===== config.mk =====
export PLATFORM = sky130hd
export DESIGN_NAME = remote_code_action_table
export DESIGN_NICKNAME = d
export VERILOG_FILES = /design/src/sv/rcat_pkg.sv /design/src/sv/rcat_slots.sv /design/src/sv/remote_code_action_table.sv
export SDC_FILE = /design/constraint.sdc
export NUM_CORES = 2
export LEC_CHECK = 0
export BUFFER_PORTS_ARGS = -buffer_cell sky130_fd_sc_hd__buf_2
export CAP_MARGIN = 40
export CORE_MARGIN = 10
export CORE_UTILIZATION = 45
export CTS_BUF_LIST = sky130_fd_sc_hd__clkbuf_16
export DETAILED_ROUTE_END_ITERATION = 10
export PLACE_DENSITY = 0.58
export SYNTH_ARGS = -nofsm -noshare
export SYNTH_HDL_FRONTEND = slang
export SYNTH_SLANG_ARGS = --single-unit
export TNS_END_PERCENT = 10

===== constraint.sdc =====
create_clock -name clk -period 12.8 [get_ports clk]
set_input_delay 1.92 -clock clk [delete_from_list [all_inputs] [get_ports clk]]
set_output_delay 1.92 -clock clk [all_outputs]
set_load 0.02 [all_outputs]

===== src/sv/rcat_pkg.sv =====
// ----------------------------------------------------------------------------
// Remote code action table package
// Shared constants, transaction types and sequencer states.
// ----------------------------------------------------------------------------
package rcat_pkg;

  localparam int ACTIONS          = 7;
  localparam int SLOTS_PER_ACTION = 4;
  localparam int DEPTH            = (ACTIONS - 1) * SLOTS_PER_ACTION;
  localparam int IDX_W            = (DEPTH > 1) ? $clog2(DEPTH) : 1;
  localparam int SLOT_W           = (SLOTS_PER_ACTION > 1) ? $clog2(SLOTS_PER_ACTION) : 1;
  localparam int ACT_W            = 3;
  localparam int CODE_W           = 32;
  localparam int MASK_W           = 8;

  localparam logic [1:0] OP_ADD    = 2'd0;
  localparam logic [1:0] OP_REMOVE = 2'd1;
  localparam logic [1:0] OP_LOOKUP = 2'd2;

  localparam logic ST_OK      = 1'b0;
  localparam logic ST_BAD_ARG = 1'b1;

  typedef struct packed {
    logic [1:0]        operation;
    logic [CODE_W-1:0] code;
    logic [ACT_W-1:0]  dest_action;
  } rcat_in_t;

  typedef struct packed {
    logic              status;
    logic [ACT_W-1:0]  found_action;
    logic [MASK_W-1:0] changed_mask;
  } rcat_out_t;

  typedef struct packed {
    logic              en;
    logic [IDX_W-1:0]  addr;
    logic [CODE_W-1:0] data;
  } rcat_wr_t;

  typedef enum logic [2:0] {
    SEQ_IDLE,
    SEQ_CLEAR,
    SEQ_SCAN,
    SEQ_FIND,
    SEQ_SHIFT,
    SEQ_DONE
  } rcat_seq_t;

endpackage


===== src/sv/rcat_slots.sv =====
// ----------------------------------------------------------------------------
// Remote code action table slot store
// Slot registers with one write port and one read address, cleared at reset.
// ----------------------------------------------------------------------------
module rcat_slots
  import rcat_pkg::*;
(
  input  logic              clk,
  input  logic              rst_n,
  input  rcat_wr_t          wr,
  input  logic [IDX_W-1:0]  rd_addr,
  output logic [CODE_W-1:0] rd_data
);

  logic [CODE_W-1:0] slot_r [DEPTH];

  always_ff @(posedge clk) begin
    if (!rst_n) begin
      for (int i = 0; i < DEPTH; i++) begin
        slot_r[i] <= '0;
      end
    end else if (wr.en) begin
      slot_r[wr.addr] <= wr.data;
    end
  end

  assign rd_data = slot_r[rd_addr];

endmodule


===== src/sv/remote_code_action_table.sv =====
// ----------------------------------------------------------------------------
// Remote code action table
// Maps remote-control codes to action numbers with add, remove and lookup.
// ----------------------------------------------------------------------------
// Channel  Ports                          Direction  Payload
// in       in_valid, in_stall, in_data    input      operation, code, dest
// out      out_valid, out_stall, out_data output     status, found, mask
//
// One transaction at a time; a single read address walks the slots one per cycle.
// Add clears matching slots, then fills a free slot of dest_action or shifts its
// group; remove clears matches; lookup stops at a match; bad requests skip to done.
// Synchronous reset empties every slot.
// A result waits in the output register while out_stall is high.
// ----------------------------------------------------------------------------
module remote_code_action_table
  import rcat_pkg::*;
(
  input  logic      clk,
  input  logic      rst_n,
  input  logic      in_valid,
  output logic      in_stall,
  input  rcat_in_t  in_data,
  output logic      out_valid,
  input  logic      out_stall,
  output rcat_out_t out_data
);

  rcat_seq_t         st_r, st_nxt;
  rcat_in_t          req_r, req_nxt;
  rcat_out_t         res_r, res_nxt;
  logic [IDX_W-1:0]  idx_r, idx_nxt;
  logic [SLOT_W-1:0] slot_r, slot_nxt;
  logic [ACT_W-1:0]  act_r, act_nxt;
  rcat_wr_t          wr;
  logic [IDX_W-1:0]  rd_addr;
  logic [CODE_W-1:0] rd_data;
  logic [IDX_W-1:0]  base_idx;
  logic              match;
  logic              empty;
  logic              scan_last;
  logic              slot_last;
  logic              bad_req;

  rcat_slots u_slots (
    .clk     (clk),
    .rst_n   (rst_n),
    .wr      (wr),
    .rd_addr (rd_addr),
    .rd_data (rd_data)
  );

  assign match     = (rd_data == req_r.code);
  assign empty     = (rd_data == '0);
  assign scan_last = (idx_r == IDX_W'(DEPTH - 1));
  assign slot_last = (slot_r == SLOT_W'(SLOTS_PER_ACTION - 1));
  assign base_idx  = IDX_W'((int'(req_r.dest_action) - 1) * SLOTS_PER_ACTION);

  assign bad_req = (in_data.operation != OP_ADD && in_data.operation != OP_REMOVE &&
                    in_data.operation != OP_LOOKUP) ||
                   (in_data.code == '0) ||
                   (in_data.operation == OP_ADD &&
                    (in_data.dest_action == '0 ||
                     {1'b0, in_data.dest_action} >= (ACT_W + 1)'(ACTIONS)));

  always_ff @(posedge clk) begin
    if (!rst_n) begin
      st_r   <= SEQ_IDLE;
      idx_r  <= '0;
      slot_r <= '0;
      act_r  <= '0;
    end else begin
      st_r   <= st_nxt;
      idx_r  <= idx_nxt;
      slot_r <= slot_nxt;
      act_r  <= act_nxt;
    end
  end

  always_ff @(posedge clk) begin
    req_r <= req_nxt;
    res_r <= res_nxt;
  end

  always_comb begin
    st_nxt    = st_r;
    req_nxt   = req_r;
    res_nxt   = res_r;
    idx_nxt   = idx_r;
    slot_nxt  = slot_r;
    act_nxt   = act_r;
    wr        = '0;
    rd_addr   = idx_r;
    in_stall  = (st_r != SEQ_IDLE);
    out_valid = (st_r == SEQ_DONE);

    unique case (st_r) inside
      SEQ_IDLE: begin
        if (in_valid) begin
          req_nxt  = in_data;
          res_nxt  = '0;
          idx_nxt  = '0;
          slot_nxt = '0;
          act_nxt  = ACT_W'(1);
          if (bad_req) begin
            res_nxt.status = ST_BAD_ARG;
            st_nxt         = SEQ_DONE;
          end else if (in_data.operation == OP_LOOKUP) begin
            st_nxt = SEQ_SCAN;
          end else begin
            st_nxt = SEQ_CLEAR;
          end
        end
      end
      SEQ_CLEAR, SEQ_SCAN: begin
        idx_nxt = idx_r + IDX_W'(1);
        if (slot_last) begin
          slot_nxt = '0;
          act_nxt  = act_r + ACT_W'(1);
        end else begin
          slot_nxt = slot_r + SLOT_W'(1);
        end
        if (st_r == SEQ_CLEAR) begin
          if (match) begin
            wr.en   = 1'b1;
            wr.addr = idx_r;
            wr.data = '0;
            res_nxt.changed_mask = res_nxt.changed_mask | (MASK_W'(1) << act_r);
          end
          if (scan_last) begin
            if (req_r.operation == OP_ADD) begin
              res_nxt.changed_mask = res_nxt.changed_mask |
                                     (MASK_W'(1) << req_r.dest_action);
              idx_nxt  = base_idx;
              slot_nxt = '0;
              st_nxt   = SEQ_FIND;
            end else begin
              st_nxt = SEQ_DONE;
            end
          end
        end else begin
          if (match) begin
            res_nxt.found_action = act_r;
            st_nxt               = SEQ_DONE;
          end else if (scan_last) begin
            st_nxt = SEQ_DONE;
          end
        end
      end
      SEQ_FIND: begin
        if (empty) begin
          wr.en   = 1'b1;
          wr.addr = idx_r;
          wr.data = req_r.code;
          st_nxt  = SEQ_DONE;
        end else if (slot_last) begin
          idx_nxt  = base_idx;
          slot_nxt = '0;
          st_nxt   = SEQ_SHIFT;
        end else begin
          idx_nxt  = idx_r + IDX_W'(1);
          slot_nxt = slot_r + SLOT_W'(1);
        end
      end
      SEQ_SHIFT: begin
        wr.en   = 1'b1;
        wr.addr = idx_r;
        if (slot_last) begin
          wr.data = req_r.code;
          st_nxt  = SEQ_DONE;
        end else begin
          rd_addr  = idx_r + IDX_W'(1);
          wr.data  = rd_data;
          idx_nxt  = idx_r + IDX_W'(1);
          slot_nxt = slot_r + SLOT_W'(1);
        end
      end
      SEQ_DONE: begin
        if (!out_stall) begin
          st_nxt = SEQ_IDLE;
        end
      end
      default: begin
        st_nxt = SEQ_IDLE;
      end
    endcase
  end

  assign out_data = res_r;

endmodule

* Word level (Yosys, flattened, before mapping)
Memories as Yosys holds them, arrays and structs flattened.
Cells that the tools add are included.
W data, S select, Z words.
** Storage, ports and cells
- Register bits after elaboration :: 62
- Bits in latches :: 0
- RAM bits :: 768
- Memory bits (read-only) :: 0
- Input port bits :: 41
- Output and inout port bits :: 14
- Logic and storage cells :: 124
- Memories :: 1
** Memories
- u_slots.slot_r :: depth 24, bits a word 32, read ports 1, clocked after memory_dff 0, wr ports 24, line rcat_slots.sv:15 : logic [CODE_W-1:0] slot_r [DEPTH];
** Operators by class
- Add/sub/neg operators :: 4
- Multiply operators :: 0
- Div/mod/pow operators :: 0
- $lt $le $gt $ge :: 1
- Equal/unequal tests :: 23
- Shift-type cells :: 2
- Multiplexer cells :: 56
- Bitwise operators :: 2
- Reduce and logical (&&, ||, !) cells :: 25
** Operators with widths (number)
- $mux W38 :: 3
- $pmux W38 S3 :: 1
- $logic_not A32 Y1 :: 2
- $mux W32 :: 2
- $mux W8 :: 6
- $mux W3 :: 15
- $mux W5 :: 9
- $eq A32 B32 Y1 :: 1
- $reduce_or A32 Y1 :: 1
- $pmux W11 S2 :: 1
- $ne A2 B2 Y1 const B :: 10
- $pmux W5 S4 :: 1
- $mux W2 :: 8
- $or A8 B8 Y8 :: 2
- $shl A1 B3 Y8 const A :: 2
- $pmux W3 S5 :: 1
- $mux W11 :: 1
- $ne A3 B3 Y1 const B :: 3
- $reduce_and A3 Y1 :: 3
- $pmux W2 S4 :: 1
- $reduce_and A4 Y1 :: 2
- $eq A3 B2 Y1 const B :: 2
- $eq A3 B3 Y1 const B :: 2
- $logic_not A3 Y1 :: 2
- other kinds (20) :: 32

* Logic depth before layout (Yosys ltp)
An unclocked memory read counts as a cell.
- Word-level depth :: 13
- Depth in mapped cells :: 24
- Gate-level depth less buffers :: 16

* By module
Synthesis repeated with hierarchy kept, for this count alone.
** Unflattened totals
- Cells, all modules :: 3537
- Area, all modules :: 49294.8 um^2
** By module, submodules not included
- rcat_slots :: times used 1, cells each 3168, area each 45431.1 um^2, sequential area each 30749.5 um^2
- remote_code_action_table :: times used 1, cells each 369, area each 3863.7 um^2, sequential area each 1731.7 um^2

* Worst setup path after synthesis
OpenSTA, ideal clock, no wires.
- Path kind :: register -> register
- From :: register slot_r[0]
- To :: memory u_slots.slot_r[3][10] (enable)
- Library setup time :: 466 ps
- Data arrival time :: 6895 ps
- Required time :: 12334 ps
- Setup slack :: 5440 ps
- Stages on the path, launching flop included :: 21
- Buffers on the path :: 7
- Period minus slack after synthesis :: 7360 ps
- Cell sequence :: dfxtp_1 -> ha_1 -> buf_2 -> inv_1 -> ha_1 -> buf_1 -> buf_1 -> buf_2 -> clkbuf_1 -> mux2i_1 -> o22ai_1 -> nor4_1 -> xor2_1 -> nor4_1 -> o22ai_1 -> nor4_4 -> a211o_2 -> buf_6 -> buf_4 -> nand2_1 -> o21ai_0
** RTL lines
- start, declared :: line remote_code_action_table.sv:32 : logic [SLOT_W-1:0] slot_r, slot_nxt;
- start signal, assigned :: line remote_code_action_table.sv:74 : slot_r <= slot_nxt;
- end, declared :: line rcat_slots.sv:15

==> reports/qor.yml <==
leakage_nw: 19.4
r2r_start: "slot_r[0]"
skew_ns: 0.0215
cp.required_ns: 13.18
syn-num-nets: 4481
ys_ff_latch: 1086
place_congestion: 0.917
reg2reg_to: "u_slots.slot_r[6][30]"
clock-sinks: 1086
routedLengthMet1_um: 70000
routed_wl_um: 176000
synth_edf_count: 1073
slew_violations: 0
port-buffer-count: 54
first_global_vias: 35900
fin_setup_tns_ns: 0
grt_overflow: 0
path_max_fanout: 104
highest_layer: "met4"
max_freq_ghz: 0.112
reg2regPathDepth: 17
timing.final.crit_period_ns: 8.95
drive_gt1_share_pct: 13.3
rows: 124
end_kind: "flop"
grt_pass1_wl_um: 255000
maxSlewHeadroom_pct: 31.8
setup_viol_count_final: 0
whs_endpoint: "slot_r[1]"
power.density_nw_per_um2: 223
cts_resized: 0
final_area_um2: 58200
crit_type: "flop to flop"
htreeDepth: 3
drt_iter0_markers: 4954
cts_root_buffer: "clkbuf_16"
cts_tree: "built"
hp-class: "flop to flop"
r2r_slack_ns: 3.85
final_cells: 5944
clock_path_buffers: 3
syn_inst: 4426
worstHoldStart: "slot_r[1]"
die_h_um: 360
antenna_cells: 0
cts_hold_buf: 0
start_util_pct: 45.4
hold_violations: 0
path_delay_family: "simple AND/OR/NAND/NOR gates"
drt-pass1-iter-count: 8
syn_area_per_cell_um2: 11.8
cp.arrival_ns: 9.33
cpMaxStageDelayCell: "o21ai_4"
insertion_delay_ns: 0.72
crit_chain: "ha_1 -> nor4b_4 -> buf_4 -> mux2_8 -> buf_12 -> mux2i_1 -> mux2i_1 -> o22ai_1 -> or4_1 -> and3_1 -> nor4b_1 -> nand4_1 -> nor4_4 -> a211o_2 -> nand2_1 -> o21ai_4 -> buf_4"
syn-cell-area_um2: 52000
synthDistinctLibCells: 93
die_w_um: 360
grtUsageTotal_pct: 26.2
worst_pin_slew_ns: 1.01
cap_violations: 0
rsz0062_at_grt: "false"
area_growth_pct: 11.8
synthArstFlopShare_pct: 0
post_drt_wl_per_cell_um: 29.5
fin_crit_sh_pct: 69.9
cp-start-kind: "flop"
dieArea_um2: 130000
crit_path_max_incr_delay_ns: 0.86
cp.buffers_inverters: 3
placed_area_um2: 54600
grt_max_degree: 158
ir_worst_vdd_v: 0.000182
routed_via_density: 6.37
met2_length_um: 79600
postRouteAntennaNets: 0
dp_hpwl_um: 105000
yosys_warnings: 0
met3_wirelength_um: 17700
status: "finished, final reports clean"
dominantRegCellSynth: "edfxtp_1"
post-cts-setup-buffers: 0
coreArea_um2: 115000
route.detailed.drc: 0
dr_total_vias: 37900
nNetsFinal: 4393
post-place-cells: 5732
pin_count: 55
ys_seq_area_share_pct: 62.4
hold_slack_ns: 0.470
min_path_cells: 2
numCtsBuffers: 115
path_clk_slew_ns: 0.06
antenna_found_initial: 0
==> per-layer routing <==
| metal | GRT usage, % | up-vias |
|---|---|---|
| met2 | 40.6 | 2032 |
| li1 | - | 16300 |
| met4 | 11.2 | 0 |
| met3 | 5.64 | 380 |
| met5 | 0 | - |
| met1 | 35.5 | 19100 |
==> cell usage in the layout (no fill, tap or decap), drive strengths merged, types with 18 or more instances in the layout <==
master  instances
edfxtp       1073
nand2         559
nor2          512
nor3          393
mux2i         254
buf           224
a21oi         180
nand3         163
clkbuf        118
nor4           82
inv            73
a211oi         63
mux4           57
o21ai          55
clkinv         53
o22ai          46
a32oi          45
a31oi          37
nand4          28
o31ai          25
xor2           25
or4            24
and3           24
nor2b          22
and2           21
mux2           19
a22oi          18
==> synth_stat cells, types with 57 or more instances <==
cell type / number / area, µm²
buf_2: 116 / 581
a21oi_1: 180 / 901
nand3_1: 162 / 811
edfxtp_1: 1073 / 32200
nand2_1: 559 / 2100
nor4_1: 80 / 500
clkbuf_1: 241 / 905
nor2_1: 511 / 1920
nor3_1: 367 / 1840
mux2i_1: 253 / 2530
a211oi_1: 63 / 473
mux4_2: 57 / 1280
==> layout make-up <==
| type | count | area (µm²) |
|---|---|---|
| flip-flops and latches | 1086 | 32500 |
| clock inverters | 93 | 673 |
| repair buffers | 225 | 1950 |
| inverters | 43 | 161 |
| well taps | 1512 | 1890 |
| fillers | 9882 | 56500 |
| multi-input cells | 2867 | 18100 |
| clock buffers | 118 | 2950 |
==> power breakdown <==
part           switching, mW  internal [mW]
clock network           1.41           1.84
logic                   3.78           1.66
registers              0.127           4.14
total                   5.32           7.64
==> state kept, by name, indices dropped and copies added (netlist names) <==
register,flops
out_data,12
idx_r,5
u_slots.slot_r,1024
st_r,3
act_r,3
slot_r,2
req_r,37
==> worst max path at each step <==
stage | startpoint | endpoint | slack (ns) | depth (start not counted)
after CTS | slot_r[0] | u_slots.slot_r[6][30] | 4.09 | 17
after global routing | slot_r[0] | u_slots.slot_r[6][30] | 3.66 | 18
after floorplan | slot_r[0] | u_slots.slot_r[3][10] | 5.44 | 20
final | slot_r[0] | u_slots.slot_r[6][30] | 3.85 | 17
after global placement | slot_r[0] | u_slots.slot_r[6][16] | 4.13 | 17
after detailed placement | slot_r[0] | u_slots.slot_r[6][25] | 4.16 | 17
==> tightest hold or removal path, delay by kind of cell, from the launching register on <==
family | cells | cell delay, ns
flops | 1 | 0.32
mux | 1 | 0.05
simple gates | 1 | 0.05
==> stage by stage <==
step                total power [mW]  worst slack [ns]  utilization (%)
floorplan                       7.70              5.44                -
global placement                9.51              4.13             47.1
detailed placement              9.66              4.16             47.6
CTS                             12.9              4.09             50.7
global route                    13.4              3.66             50.7
finish                          13.0              3.85             50.7
==> logic make-up after synthesis <==
kind of cell	after synthesis	share of synthesized area [%]
AOI/OAI and AO/OA	584	7.58
xor gates and xnor gates	36	0.606
adders and majority gates	14	0.337
buffers and inverters	473	4.20
DFF	1086	62.4
muxes	330	7.78
and+or+nand+nor	1903	17.1
No activity file was read; power rests on OpenSTA's default activity.
